==> src/srd_pkg.sv <==
// shared types and constants for the stillness risk detector
// no dependencies; imported by the top level and the testbench

package srd_pkg;

  localparam int unsigned SampleBits = 12;
  localparam int unsigned TickBits   = 16;
  localparam int unsigned ThreshBits = 13;
  localparam int unsigned CfgIdxBits = 8;
  localparam int unsigned CfgBits    = 16;

  localparam logic [ThreshBits-1:0] RiskThresholdReset = 13'd100;
  localparam logic [TickBits-1:0]   PressMinReset      = 16'd1498;
  localparam logic [TickBits-1:0]   PressMaxReset      = 16'd3500;
  localparam logic [TickBits-1:0]   CounterTopReset    = 16'd19999;

  typedef enum logic [1:0] {
    FuncSample   = 2'd0,
    FuncOverflow = 2'd1,
    FuncRise     = 2'd2,
    FuncFall     = 2'd3
  } srd_func_e;

  typedef enum logic [CfgIdxBits-1:0] {
    CfgRiskThreshold = 8'd0,
    CfgPressMin      = 8'd1,
    CfgPressMax      = 8'd2,
    CfgCounterTop    = 8'd3
  } srd_cfg_idx_e;

  typedef enum logic [2:0] {
    StIdle,
    StSweep,
    StWrap,
    StEval,
    StLen,
    StCmp,
    StPub
  } srd_state_e;

  typedef struct packed {
    srd_func_e             func;
    logic [SampleBits-1:0] sample;
    logic [TickBits-1:0]   capture;
  } srd_in_t;

  typedef struct packed {
    logic                  risk;
    logic                  system_active;
    logic [SampleBits-1:0] window_max_diff;
  } srd_out_t;

endpackage

==> src/srd_ram.sv <==
// generic single write port ram with registered read
// no dependencies

module srd_ram #(
  parameter int unsigned WIDTH = 12,
  parameter int unsigned DEPTH = 15
) (
  input  logic                     clk_i,
  input  logic                     we_i,
  input  logic [$clog2(DEPTH)-1:0] waddr_i,
  input  logic [WIDTH-1:0]         wdata_i,
  input  logic [$clog2(DEPTH)-1:0] raddr_i,
  output logic [WIDTH-1:0]         rdata_o
);

  logic [WIDTH-1:0] mem_q [DEPTH];
  logic [WIDTH-1:0] rdata_q;

  always_ff @(posedge clk_i) begin
    if (we_i) begin
      mem_q[waddr_i] <= wdata_i;
    end
    rdata_q <= mem_q[raddr_i];
  end

  assign rdata_o = rdata_q;

endmodule

==> src/stillness_risk_detector.sv <==
// top level of the stillness risk detector
// depends on srd_pkg and srd_ram

// Every input transaction is one event chosen by func and yields exactly one
// output transaction carrying risk, system_active and window_max_diff. Sensor
// samples are decimated by DECIMATION; each kept sample is written into a
// WINDOW_DEPTH-entry ring held in a single-port-read ram, then the ring is
// swept one entry per cycle through the ram read port to find the largest
// circular adjacent difference, which is compared against risk_threshold.
// Steps, from accepting an event to being ready for the next one with the
// output register free: a kept sample runs the ring sweep, the wrap-around
// pair, evaluation and publish; a falling button edge passes a registered
// 16x16 multiply, length sum, limit compare and publish; other events only
// publish. A new event is taken once the previous result sits in the output
// register, so a stalled consumer only holds off the block when a second
// result would need the register. Turning the system on empties the ring
// through per-entry valid flags, so no clearing pass is needed and reads of
// emptied entries give zero. Configuration writes are always accepted
// (cfg_ready_o is tied high) and must only be issued while the block is idle.

module stillness_risk_detector #(
  parameter int unsigned WINDOW_DEPTH = 15,
  parameter int unsigned DECIMATION   = 3
) (
  input  logic                               clk_i,
  input  logic                               rst_ni,
  // event channel
  input  logic                               in_valid_i,
  output logic                               in_stall_o,
  input  srd_pkg::srd_in_t                   in_data_i,
  // result channel
  output logic                               out_valid_o,
  input  logic                               out_stall_i,
  output srd_pkg::srd_out_t                  out_data_o,
  // configuration write channel
  input  logic                               cfg_valid_i,
  output logic                               cfg_ready_o,
  input  logic [srd_pkg::CfgIdxBits-1:0]     cfg_index_i,
  input  logic [srd_pkg::CfgBits-1:0]        cfg_data_i
);

  import srd_pkg::*;

  localparam int unsigned AW = $clog2(WINDOW_DEPTH);
  localparam int unsigned CW = $clog2(WINDOW_DEPTH + 1);
  localparam int unsigned DW = (DECIMATION > 1) ? $clog2(DECIMATION) : 1;
  localparam logic [AW-1:0] LastIdx = AW'(WINDOW_DEPTH - 1);
  localparam logic [CW-1:0] SweepEnd = CW'(WINDOW_DEPTH);
  localparam logic [DW-1:0] DecLast = DW'(DECIMATION - 1);

  // configuration registers
  logic [ThreshBits-1:0] risk_threshold_q;
  logic [TickBits-1:0]   press_min_q, press_max_q, counter_top_q;

  // control state
  srd_state_e            state_q, state_d;
  logic [AW-1:0]         ring_idx_q;
  logic [DW-1:0]         dec_cnt_q;
  logic                  active_q;
  logic                  risk_q;
  logic [TickBits-1:0]   ovf_cnt_q;
  logic [TickBits-1:0]   press_start_q;
  logic [SampleBits-1:0] last_max_q;
  logic [WINDOW_DEPTH-1:0] entry_vld_q;

  // sweep control
  logic [CW-1:0]         sweep_addr_q;
  logic                  rd_pend_q;
  logic [AW-1:0]         rd_idx_q;
  logic                  rd_vld_q;

  // sweep datapath
  logic [SampleBits-1:0] first_q, prev_q, max_q;
  logic [SampleBits-1:0] rd_data, cur_smp, gap_a, gap;

  // press length datapath
  logic [2*TickBits-1:0] prod_q, len_q;
  logic [TickBits-1:0]   cap_q;

  // result register
  logic                  out_valid_q;
  srd_out_t              out_q;

  logic in_acc, out_free, keep_smp, do_toggle, sweep_done;

  assign cfg_ready_o = 1'b1;
  assign in_stall_o  = (state_q != StIdle);
  assign in_acc      = in_valid_i && (state_q == StIdle);
  assign out_free    = !out_valid_q || !out_stall_i;
  assign keep_smp    = (dec_cnt_q == DecLast);
  assign do_toggle   = (len_q > {{TickBits{1'b0}}, press_min_q}) &&
                       (len_q < {{TickBits{1'b0}}, press_max_q});
  assign sweep_done  = rd_pend_q && (rd_idx_q == LastIdx);

  assign out_valid_o = out_valid_q;
  assign out_data_o  = out_q;

  // ring store, written straight from the accepted sample when it is kept
  srd_ram #(
    .WIDTH (SampleBits),
    .DEPTH (WINDOW_DEPTH)
  ) u_ring (
    .clk_i   (clk_i),
    .we_i    (in_acc && (in_data_i.func == FuncSample) && keep_smp),
    .waddr_i (ring_idx_q),
    .wdata_i (in_data_i.sample),
    .raddr_i (sweep_addr_q[AW-1:0]),
    .rdata_o (rd_data)
  );

  // emptied entries read as zero
  assign cur_smp = rd_vld_q ? rd_data : '0;
  // wrap-around pair compares the last entry with the first
  assign gap_a   = (state_q == StWrap) ? first_q : cur_smp;
  assign gap     = (gap_a > prev_q) ? (gap_a - prev_q) : (prev_q - gap_a);

  // next state
  always_comb begin
    state_d = state_q;
    unique case (state_q)
      StIdle: begin
        if (in_valid_i) begin
          unique case (in_data_i.func)
            FuncSample:   state_d = keep_smp ? StSweep : StPub;
            FuncOverflow: state_d = StPub;
            FuncRise:     state_d = StPub;
            FuncFall:     state_d = StLen;
          endcase
        end
      end
      StSweep: if (sweep_done) state_d = StWrap;
      StWrap:  state_d = StEval;
      StEval:  state_d = StPub;
      StLen:   state_d = StCmp;
      StCmp:   state_d = StPub;
      StPub:   if (out_free) state_d = StIdle;
      default: state_d = StIdle;
    endcase
  end

  always_ff @(posedge clk_i or negedge rst_ni) begin
    if (!rst_ni) begin
      state_q <= StIdle;
    end else begin
      state_q <= state_d;
    end
  end

  // configuration
  always_ff @(posedge clk_i or negedge rst_ni) begin
    if (!rst_ni) begin
      risk_threshold_q <= RiskThresholdReset;
      press_min_q      <= PressMinReset;
      press_max_q      <= PressMaxReset;
      counter_top_q    <= CounterTopReset;
    end else if (cfg_valid_i) begin
      priority case (cfg_index_i)
        CfgRiskThreshold: risk_threshold_q <= cfg_data_i[ThreshBits-1:0];
        CfgPressMin:      press_min_q      <= cfg_data_i;
        CfgPressMax:      press_max_q      <= cfg_data_i;
        CfgCounterTop:    counter_top_q    <= cfg_data_i;
        default: ;
      endcase
    end
  end

  // event state, ring bookkeeping and system toggle
  always_ff @(posedge clk_i or negedge rst_ni) begin
    if (!rst_ni) begin
      ring_idx_q    <= '0;
      dec_cnt_q     <= '0;
      active_q      <= 1'b0;
      risk_q        <= 1'b0;
      ovf_cnt_q     <= '0;
      press_start_q <= '0;
      last_max_q    <= '0;
      entry_vld_q   <= '0;
    end else begin
      if (in_acc) begin
        unique case (in_data_i.func)
          FuncSample: begin
            if (keep_smp) begin
              entry_vld_q[ring_idx_q] <= 1'b1;
              ring_idx_q <= (ring_idx_q == LastIdx) ? '0 : ring_idx_q + 1'b1;
              dec_cnt_q  <= '0;
            end else begin
              dec_cnt_q <= dec_cnt_q + 1'b1;
            end
          end
          FuncOverflow: begin
            // saturating count
            if (ovf_cnt_q != '1) ovf_cnt_q <= ovf_cnt_q + 1'b1;
          end
          FuncRise: begin
            press_start_q <= in_data_i.capture;
            ovf_cnt_q     <= '0;
          end
          FuncFall: begin
            ovf_cnt_q <= '0;
          end
        endcase
      end
      if (state_q == StEval) begin
        last_max_q <= max_q;
        risk_q     <= ({1'b0, max_q} < risk_threshold_q) && active_q;
      end
      if ((state_q == StCmp) && do_toggle) begin
        if (!active_q) begin
          // switching on empties the ring
          active_q    <= 1'b1;
          entry_vld_q <= '0;
          ring_idx_q  <= '0;
        end else begin
          active_q <= 1'b0;
          risk_q   <= 1'b0;
        end
      end
    end
  end

  // sweep read issue
  always_ff @(posedge clk_i or negedge rst_ni) begin
    if (!rst_ni) begin
      sweep_addr_q <= '0;
      rd_pend_q    <= 1'b0;
      rd_idx_q     <= '0;
      rd_vld_q     <= 1'b0;
    end else begin
      rd_pend_q <= (state_q == StSweep) && (sweep_addr_q != SweepEnd);
      if (state_q == StIdle) begin
        sweep_addr_q <= '0;
      end else if ((state_q == StSweep) && (sweep_addr_q != SweepEnd)) begin
        sweep_addr_q <= sweep_addr_q + 1'b1;
        rd_idx_q     <= sweep_addr_q[AW-1:0];
        rd_vld_q     <= entry_vld_q[sweep_addr_q[AW-1:0]];
      end
    end
  end

  // sweep running maximum
  always_ff @(posedge clk_i) begin
    if (rd_pend_q) begin
      prev_q <= cur_smp;
      if (rd_idx_q == '0) begin
        first_q <= cur_smp;
        max_q   <= '0;
      end else if (gap > max_q) begin
        max_q <= gap;
      end
    end else if ((state_q == StWrap) && (gap > max_q)) begin
      max_q <= gap;
    end
  end

  // press length: product at accept, then the modulo 2^32 sum
  always_ff @(posedge clk_i) begin
    if (in_acc && (in_data_i.func == FuncFall)) begin
      prod_q <= {{TickBits{1'b0}}, ovf_cnt_q} * {{TickBits{1'b0}}, counter_top_q};
      cap_q  <= in_data_i.capture;
    end
    if (state_q == StLen) begin
      len_q <= prod_q - {{TickBits{1'b0}}, press_start_q} + {{TickBits{1'b0}}, cap_q};
    end
  end

  // result register
  always_ff @(posedge clk_i or negedge rst_ni) begin
    if (!rst_ni) begin
      out_valid_q <= 1'b0;
    end else if ((state_q == StPub) && out_free) begin
      out_valid_q <= 1'b1;
    end else if (!out_stall_i) begin
      out_valid_q <= 1'b0;
    end
  end

  always_ff @(posedge clk_i) begin
    if ((state_q == StPub) && out_free) begin
      out_q.risk            <= risk_q;
      out_q.system_active   <= active_q;
      out_q.window_max_diff <= last_max_q;
    end
  end

endmodule

==> config.mk <==
export PLATFORM = sky130hd
export DESIGN_NAME = stillness_risk_detector
export DESIGN_NICKNAME = d
export VERILOG_FILES = /design/src/srd_pkg.sv /design/src/srd_ram.sv /design/src/stillness_risk_detector.sv
export SDC_FILE = /design/constraint.sdc
export NUM_CORES = 1
export LEC_CHECK = 0
export ABC_AREA = 1
export BUFFER_PORTS_ARGS = -buffer_cell sky130_fd_sc_hd__buf_2
export CAP_MARGIN = 10
export CORE_MARGIN = 8
export CORE_UTILIZATION = 45
export CTS_CLUSTER_SIZE = 20
export DETAILED_ROUTE_END_ITERATION = 8
export GPL_TIMING_DRIVEN = 0
export PLACE_DENSITY = 0.58
export SKIP_LAST_GASP = 1
export SYNTH_ARGS = -nofsm -noshare
export SYNTH_HDL_FRONTEND = slang
export SYNTH_SLANG_ARGS = --single-unit
==> constraint.sdc <==
create_clock -name clk_i -period 13.37 [get_ports clk_i]
set_clock_uncertainty 0.1 [all_clocks]
set_input_delay 0.6685 -clock clk_i [delete_from_list [all_inputs] [get_ports clk_i]]
set_output_delay 0.6685 -clock clk_i [all_outputs]
set_load 0.1 [all_outputs]
# Word-level counts from Yosys, hierarchy flattened
# Memories as Yosys holds them, arrays and structs flattened. A register that Yosys moved wholly into a read port is not among the register bits.
# Index checks and enable logic that the tools add are counted.
# word_totals
ramBits	180
register_bits	272
memories	1
inputBits	59
out_inout_bits	17
# mem_list
memory	depth	word_bits	read_ports	rd_ports_with_merged_regs	write_ports	line	source
u_ring.mem_q	15	12	1	1	1	srd_ram.sv:16	logic [WIDTH-1:0] mem_q [DEPTH];
# op_classes
bitwise_logic	2
n_eq_ne	23
mux	41
n_reduce_logical	37
n_mul	1
magnitude_cmp	8
add_sub_neg	8
# ops
op	n
12-bit 2-to-1 mux	7
15-bit 2-to-1 mux	5
32-bit by 16-bit adder with 32-bit output	1
32-bit by 16-bit > comparator with 1-bit output	1
32-bit by 16-bit less-than comparator with 1-bit output	1
16-bit by 16-bit multiplier with 32-bit output	1
4-bit 2-to-1 mux	8
16-bit case mux with 2 select lines	1
32-bit by 16-bit subtractor with 32-bit output	1
12-bit > comparator	2
12-bit subtractor	2
3-bit case mux with 6 select lines	1
2-bit AND reduction	9
16-bit by 1-bit adder with 16-bit output, second input constant	1
8-bit by 2-bit == test with 1-bit output, second input constant	2
16-bit 2-to-1 mux	1
16-bit inequality test, second input constant	1
15-bit bitwise OR	1
12-bit by 13-bit less-than comparator with 1-bit output	1
1-bit logical AND	12
3-bit 2-to-1 mux	4
4-bit by 5-bit less-than comparator with 1-bit output, second input constant	2
1-bit 2-to-1 mux	10
3-bit == test, second input constant	3
28 further kinds	42

# Longest topological paths before layout
# Gate-level depths: netlist of the first run.
# logic_depth
ltp_word	10
ltp_mapped	27
ltp_nobuf	25

# Cells and area by module
# From an unflattened synthesis of the first run, not the netlist that was laid out.
# unflattened
cells_unflattened	3848
hier_area_um2	32780.2
# modules_own_cells
mod	cells_per_inst	n_inst	seq_area_each_um2	area_per_inst_um2
stillness_risk_detector	3114	1	7489.7	24933.9
srd_ram	734	1	5645.4	7846.3

# Worst setup path after synthesis of the first run
# No wires, ideal clock.
# synth_path
path_kind	reg2reg
start	register counter_top_q[11]
end	register prod_q[31], data pin
path_stages_with_launch	22
synth_period_minus_slack_ns	5.733
t_arrival_ns	5.381
setup_slack_ns	7.637
required_ns	13.018
path_buffers	2
cell_sequence	dfstp_2 > clkbuf_1 > clkbuf_1 > nand2_1 > fa_1 > inv_1 > fa_1 > fa_1 > fa_1 > fa_1 > inv_1 > fa_1 > inv_1 > ha_1 > a21oi_1 > o21ai_0 > a21oi_1 > nor2_1 > nor2_1 > nand2_1 > nand2_1 > nand2_1
# synth_between
elab_chain_len	1
# synth_lines
element	line	source
from (decl)	stillness_risk_detector.sv:53	logic [TickBits-1:0] press_min_q, press_max_q, counter_top_q;
from (signal assigned)	stillness_risk_detector.sv:155	counter_top_q <= CounterTopReset;
from (signal assigned)	stillness_risk_detector.sv:161	CfgCounterTop: counter_top_q <= cfg_data_i;
16-bit by 16-bit multiplier with 32-bit output	stillness_risk_detector.sv:258	prod_q <= {{TickBits{1'b0}}, ovf_cnt_q} * {{TickBits{1'b0}}, counter_top_q};
to (signal assigned)	stillness_risk_detector.sv:258	
to (decl)	stillness_risk_detector.sv:77	logic [2*TickBits-1:0] prod_q, len_q;
# Every way passes these cells.
# A chain may end at the register's enable or synchronous reset.

# Worst setup path in the final report of the first run
# Same ends and word-level chain as after synthesis.

==> results.json, run 1 <==
{
  "ys_ff_latch": 464,
  "vias": 24090,
  "clock_sinks": 464,
  "critical_path.startpoint": "counter_top_q[11]",
  "hp-class": "in2reg",
  "slew_viol_final": 0,
  "cts_resized": 0,
  "worstHoldStart": "in_data_i[10]",
  "io_buffers": 74,
  "drc_errors": 0,
  "max_slew_margin": 0.218,
  "ioPinCount": 76,
  "overflow": 0,
  "cts-root-buf": "clkbuf_16",
  "hold_viol_final": 0,
  "std_cell_rows": 98,
  "drt_wl_total_um": 83800,
  "cts_tree": "yes",
  "layout_common_cells": "nand2_1, inv_1, edfxtp_1",
  "setup_viol": 0,
  "syn_area_per_cell_um2": 8.83,
  "place_congestion": 0.924,
  "reg2reg_slack_ns": 6.31,
  "grt_start_max_net_pins": 86,
  "powerDensity_mw_per_mm2": 165,
  "final_common_cell": "nand2_1",
  "area_delta_synth_final_pct": 10.9,
  "max_freq_mhz": 142,
  "drt_iter0_markers": 2019,
  "first_pass_iters": 6,
  "synth_edf_count": 310,
  "critPathRequiredTime_ns": 13.58,
  "start_util": 0.452,
  "antenna_found_initial": 2,
  "min_period_ns": 7.06,
  "clock_path_buffers": 3,
  "die_y_um": 283,
  "r2r-start": "counter_top_q[11]",
  "rsz0062_at_grt": "false",
  "ir_drop_mv": 0.162,
  "synth-seq-area-share": 0.408,
  "grt_pass1_vias": 24236,
  "grt_usage": 0.209,
  "ys_warn_count": 0,
  "grt_pass1_wl_um": 135000,
  "syn-num-nets": 4134,
  "start_kind": "register",
  "power_mw": 5.89,
  "htreeDepth": 2,
  "tightestPinTransition_ns": 1.17,
  "tns_ns": 0,
  "criticalPathCategory": "reg2reg",
  "layout-drive-gt1-share": 0.0700,
  "synth_ff_type": "edfxtp_1",
  "cp_data_arrival_time_ns": 7.27,
  "cts_buffers": 52,
  "clock_latency_ns": 0.64,
  "post_cts_buffers": 0,
  "max-cap-violations": 0,
  "outcome": "finished, final reports clean",
  "p_leak_nw": 17.2,
  "dieArea_mm2": 0.0803,
  "fp.coreArea_mm2": 0.0711,
  "path_max_fanout": 10,
  "end_kind": "register",
  "viasPerCell": 5.04,
  "synth_cells": 3643,
  "wl_met3_um": 5160,
  "wl_met2_um": 36800,
  "wl_met1_um": 40100,
  "routedWlPerCell_um": 17.5,
  "nNetsFinal": 4277,
  "die_w_um": 283,
  "top_layer_used": "met4",
  "cts.clk_slew.worst_paths_ns": 0.06,
  "dp_hpwl_um": 64900,
  "syn-cell-area_mm2": 0.0322,
  "yosysUniqueCellTypes": 53,
  "ant_nets": 0,
  "async_flop_share": 0.306,
  "period_share": 0.528
}
[layer usage]
layer | track usage | vias to the layer above
met4 | 0.0481 | 0
met5 | 0 | -
li1 | - | 11781
met2 | 0.326 | 603
met1 | 0.306 | 11589
met3 | 0.0336 | 117
[timing repair]
action,4_1_cts,5_1_grt
hold endpoints to repair,33,0
hold buffers,1,0
setup endpoints to repair,0,0
[flip-flops by register name (all words and copies together), names as in the netlist, 4 cells and up]
name and flops:
u_ring.mem_q 180, len_q 32, prod_q 32, cap_q 16, counter_top_q 16, ovf_cnt_q 16, press_max_q 16, press_min_q 16
press_start_q 16, entry_vld_q 15, out_data_o 14, risk_threshold_q 13, first_q 12, last_max_q 12, max_q 12, prev_q 12
u_ring.rdata_o 12, rd_idx_q 4, ring_idx_q 4, sweep_addr_q 4
[cell type report]
type                    count  area [um2]
fillers                  6825       35400
multi-input cells        2319       15800
flip-flops and latches    464       13100
inverters                 727        2730
clock buffers              78        1480
well taps                 950        1190
repair buffers             89         563
plain buffers             133         557
clock inverters            20         256
diodes                      2        5.00
[worst max-delay path, cell delays in order, from the launching register on]
cell,delay [ns]
dfstp_2,0.51
clkbuf_1,0.58
clkbuf_1,0.56
nand2_1,0.16
fa_1,0.54
inv_1,0.05
fa_1,0.46
fa_1,0.51
fa_1,0.57
fa_1,0.56
inv_1,0.06
fa_1,0.52
inv_1,0.04
ha_1,0.36
a21oi_1,0.27
o21ai_0,0.21
a21oi_1,0.29
nor2_1,0.07
nor2_1,0.12
nand2_1,0.06
nand2_1,0.06
nand2_1,0.11
[cells by family (layout without fill, tap and decap cells)]
group           after synthesis  in the layout  share of synthesized area
simple gates               1348           1348                      0.172
buf+inv                     860           1047                      0.102
compound gates              465            465                     0.0788
flops                       464            464                      0.408
fa+ha+maj                   432            432                      0.218
xor+xnor                     57             57                     0.0155
mux                          16             16                    0.00560
other cells                   1              3                   0.000117
[power by group]
group | switching [mW] | internal, mW
Combinational | 1.70 | 0.810
Clock | 0.597 | 0.831
Sequential | 0.121 | 1.83
[Yosys cell counts (4+ instances only)]
library cell / number / area [um2]
edfxtp_1: 310 / 9310
inv_1: 723 / 2710
or2_2: 9 / 56.3
xnor2_1: 8 / 70.1
clkbuf_1: 90 / 338
o21bai_1: 10 / 75.1
o21ai_0: 250 / 1250
a21o_1: 5 / 37.5
o31ai_1: 5 / 37.5
fa_1: 212 / 4240
nand3b_1: 11 / 82.6
dfxtp_1: 12 / 240
nor2_1: 276 / 1040
mux2_2: 14 / 158
dfstp_2: 26 / 683
nand3_2: 4 / 40.0
nand4_1: 37 / 231
buf_2: 18 / 90.1
o21a_1: 5 / 37.5
clkbuf_2: 4 / 20.0
o22ai_1: 17 / 106
ha_1: 220 / 2750
nor3_1: 28 / 140
dfrtp_1: 116 / 2900
buf_4: 4 / 30.0
nand2_1: 869 / 3260
a21oi_1: 129 / 646
xor2_1: 49 / 429
buf_1: 15 / 56.3
o221ai_1: 20 / 175
o21ai_1: 5 / 25.0
nand3_1: 93 / 465
o211ai_1: 7 / 52.6
[path summary, 6_finish.rpt]
path                                          end  cells after the start
max in group asynchronous       counter_top_q[14]                      3
worst min-delay path                    cap_q[10]                      1
worst min register to register      out_data_o[3]                      0
min in group asynchronous           last_max_q[5]                      2
worst max-delay path                   prod_q[31]                     21
worst max register to register         prod_q[31]                     21
[through the flow]
step / hold WS, ns / util / setup slack [ns] / cells / area (um2)
finish: 0.173 / 0.502 / 6.31 / 4782 / 35700
global route: 0.154 / 0.502 / 6.01 / 4780 / 35700
CTS: 0.146 / 0.501 / 6.38 / 4775 / 35600
detailed placement: 0.335 / 0.476 / 6.40 / 4676 / 33900
global placement: 0.332 / 0.474 / 6.39 / 4667 / 33700
floorplan: 0.273 / - / 7.64 / 3643 / 32200
No activity file was read; power rests on OpenSTA's default activity.
==> inputs of run 2 (changes only) <==
Settings changed: PLACE_DENSITY 0.58 to 0.6.
Clock period 13.37 ns to 5.7 ns, I/O delays scaled along.
==> results.json, run 2 (synthesis results as in run 1) <==
{
  "criticalPathCategory": "reg2reg",
  "largestRegisters": "u_ring.mem_q: 180 flops, len_q: 32 flops, prod_q: 32 flops",
  "layout_common_cells": "nand2_1, inv_1, edfxtp_1",
  "placed_cells": 4673,
  "die_w_um": 283,
  "io_buffers": 74,
  "drt_iter0_markers": 2001,
  "final_common_cell": "nand2_1",
  "nNetsFinal": 4362,
  "clock_latency_ns": 0.63,
  "htreeDepth": 2,
  "largest_reg_flops": 180,
  "max_freq_mhz": 177,
  "layout-drive-gt1-share": 0.130,
  "intPower_mw": 8.46,
  "p_leak_nw": 17.9,
  "max-cap-violations": 0,
  "p_sw_mw": 5.81,
  "cts.clk_slew.worst_paths_ns": 0.06,
  "antenna_cells": 0,
  "tightestPinTransition_ns": 1.23,
  "vias": 24765,
  "min_period_ns": 5.65,
  "end_kind": "register",
  "place_congestion": 0.935,
  "critPathBufInv": 3,
  "grt_pass1_vias": 24440,
  "combPwrFrac": 0.430,
  "slowest_stage": "dfstp_2",
  "cts_buffers": 51,
  "grt_start_max_net_pins": 76,
  "clockPowerShare": 0.247,
  "first_pass_iters": 5,
  "area_delta_synth_final_pct": 16.8,
  "largest_register": "u_ring.mem_q",
  "drc_errors": 0,
  "critical_path.most_common_cell": "fa_1",
  "wl_met3_um": 7140,
  "hold_viol_final": 0,
  "rsz0062_at_grt": "true",
  "viasPerCell": 5.09,
  "critPathRequiredTime_ns": 5.94,
  "slowest_delay_ns": 0.70,
  "grt_usage": 0.212,
  "outcome": "finished, final reports clean",
  "start_util": 0.452,
  "grt_pass1_wl_um": 136000,
  "powerDensity_mw_per_mm2": 380,
  "hp-class": "in2reg",
  "fin_area_mm2": 0.0376,
  "antenna_found_initial": 5,
  "routedWlPerCell_um": 17.9,
  "fp.coreArea_mm2": 0.0711,
  "ioPinCount": 76,
  "max_slew_margin": 0.178,
  "cts_tree": "yes",
  "clock_sinks": 464,
  "top_layer_used": "met5",
  "dp_hpwl_um": 64200,
  "holdWs_ns": 0.0347,
  "clock_path_buffers": 3,
  "wl_met1_um": 38900,
  "path_max_fanout": 7,
  "dieArea_mm2": 0.0803,
  "crit_family": "adder cells",
  "ir_drop_mv": 0.279,
  "pwr-share-seq": 0.323,
  "cts-root-buf": "clkbuf_16",
  "wl_met2_um": 38900,
  "placed_cell_area_mm2": 0.0338,
  "path_cells": "buf_8 -> buf_4 -> nand2_1 -> fa_1 -> fa_1 -> inv_1 -> fa_1 -> fa_1 -> fa_1 -> ha_1 -> ha_2 -> nand2_2 -> nor2_1 -> nand2_1 -> nor3_2 -> nand2_2 -> nand3_1 -> nand2_2",
  "slew_viol_final": 0,
  "ant_nets": 0,
  "switching_share": 0.407,
  "die_y_um": 283,
  "power_mw": 14.3,
  "period_share": 0.991,
  "layout.cells.non_filler": 4864,
  "tns_ns": 0,
  "drt_wl_total_um": 86800,
  "overflow": 0,
  "start_kind": "register",
  "setup_viol": 0,
  "cp_data_arrival_time_ns": 5.89,
  "std_cell_rows": 98
}
[run 2: cell types whose count changed in the layout (fill, tap and decap cells not counted), sizes merged]
cell         before  now
dlygate4sd3       1   42
buf             127  201
clkbuf          172  129
bufinv            3    8
diode             2    0
clkinvlp          1    3
clkinv           15   20
[run 2: per-layer routing]
layer  up-vias  GRT usage
li1      11945          -
met1     11900      0.293
met2       793      0.335
met3       123     0.0499
met4         4     0.0513
met5         -          0
[run 2: worst paths after layout]
kind / start / to / slack, ns / cells past startpoint
worst min register to register: last_max_q[10] / out_data_o[10] / 0.34 / 0
worst min-delay path: cfg_data_i[11] / press_min_q[11] / 0.03 / 3
worst max register to register: counter_top_q[9] / prod_q[28] / 0.05 / 18
min in group asynchronous: rst_ni / last_max_q[4] / 0.15 / 2
max in group asynchronous: rst_ni / counter_top_q[1] / 4.42 / 3
worst max-delay path: counter_top_q[9] / prod_q[28] / 0.05 / 18
[run 2: repair_timing]
action,in CTS,in global routing
pin swaps,7,62
endpoints found under the hold margin,280,0
resized for setup,126,158
buffers inserted,42,28
hold buffers,42,0
gates cloned,0,1
endpoints found under the setup margin,35,31
[run 2: through the flow]
step,setup slack (ns),util
after floorplan,0.00286,-
after CTS,-0.0353,0.516
after global placement,-1.10,0.474
after detailed placement,-1.13,0.476
after global routing,-0.0879,0.528
final,0.0535,0.528
[run 2: power groups by stage]
stage / registers (mW) / clock network, mW / logic (mW)
floorplan: 4.74 / 0 / 4.07
global placement: 4.65 / 0 / 5.80
detailed placement: 4.65 / 0 / 5.86
CTS: 4.61 / 3.60 / 6.03
global route: 4.66 / 3.73 / 6.90
finish: 4.60 / 3.53 / 6.14
[run 2: area by class of cell]
type,instances,area (um2)
Tap cell,950,1190
Fill cell,6576,33600
Clock buffer,64,1380
Multi-Input combinational cell,2319,16400
Inverter,727,2730
Buffer,108,688
Sequential cell,464,13200
Clock inverter,32,452
Timing Repair Buffer,200,1570
[run 2: worst register-to-register path, cell delays in order (launching register included)]
cell and delay, ns:
dfstp_2 0.70, buf_8 0.15, buf_4 0.12, nand2_1 0.07, fa_1 0.52, fa_1 0.51
inv_1 0.05, fa_1 0.46, fa_1 0.52, fa_1 0.53, ha_1 0.32, ha_2 0.44
nand2_2 0.14, nor2_1 0.14, nand2_1 0.12, nor3_2 0.21, nand2_2 0.10, nand3_1 0.10
nand2_2 0.10
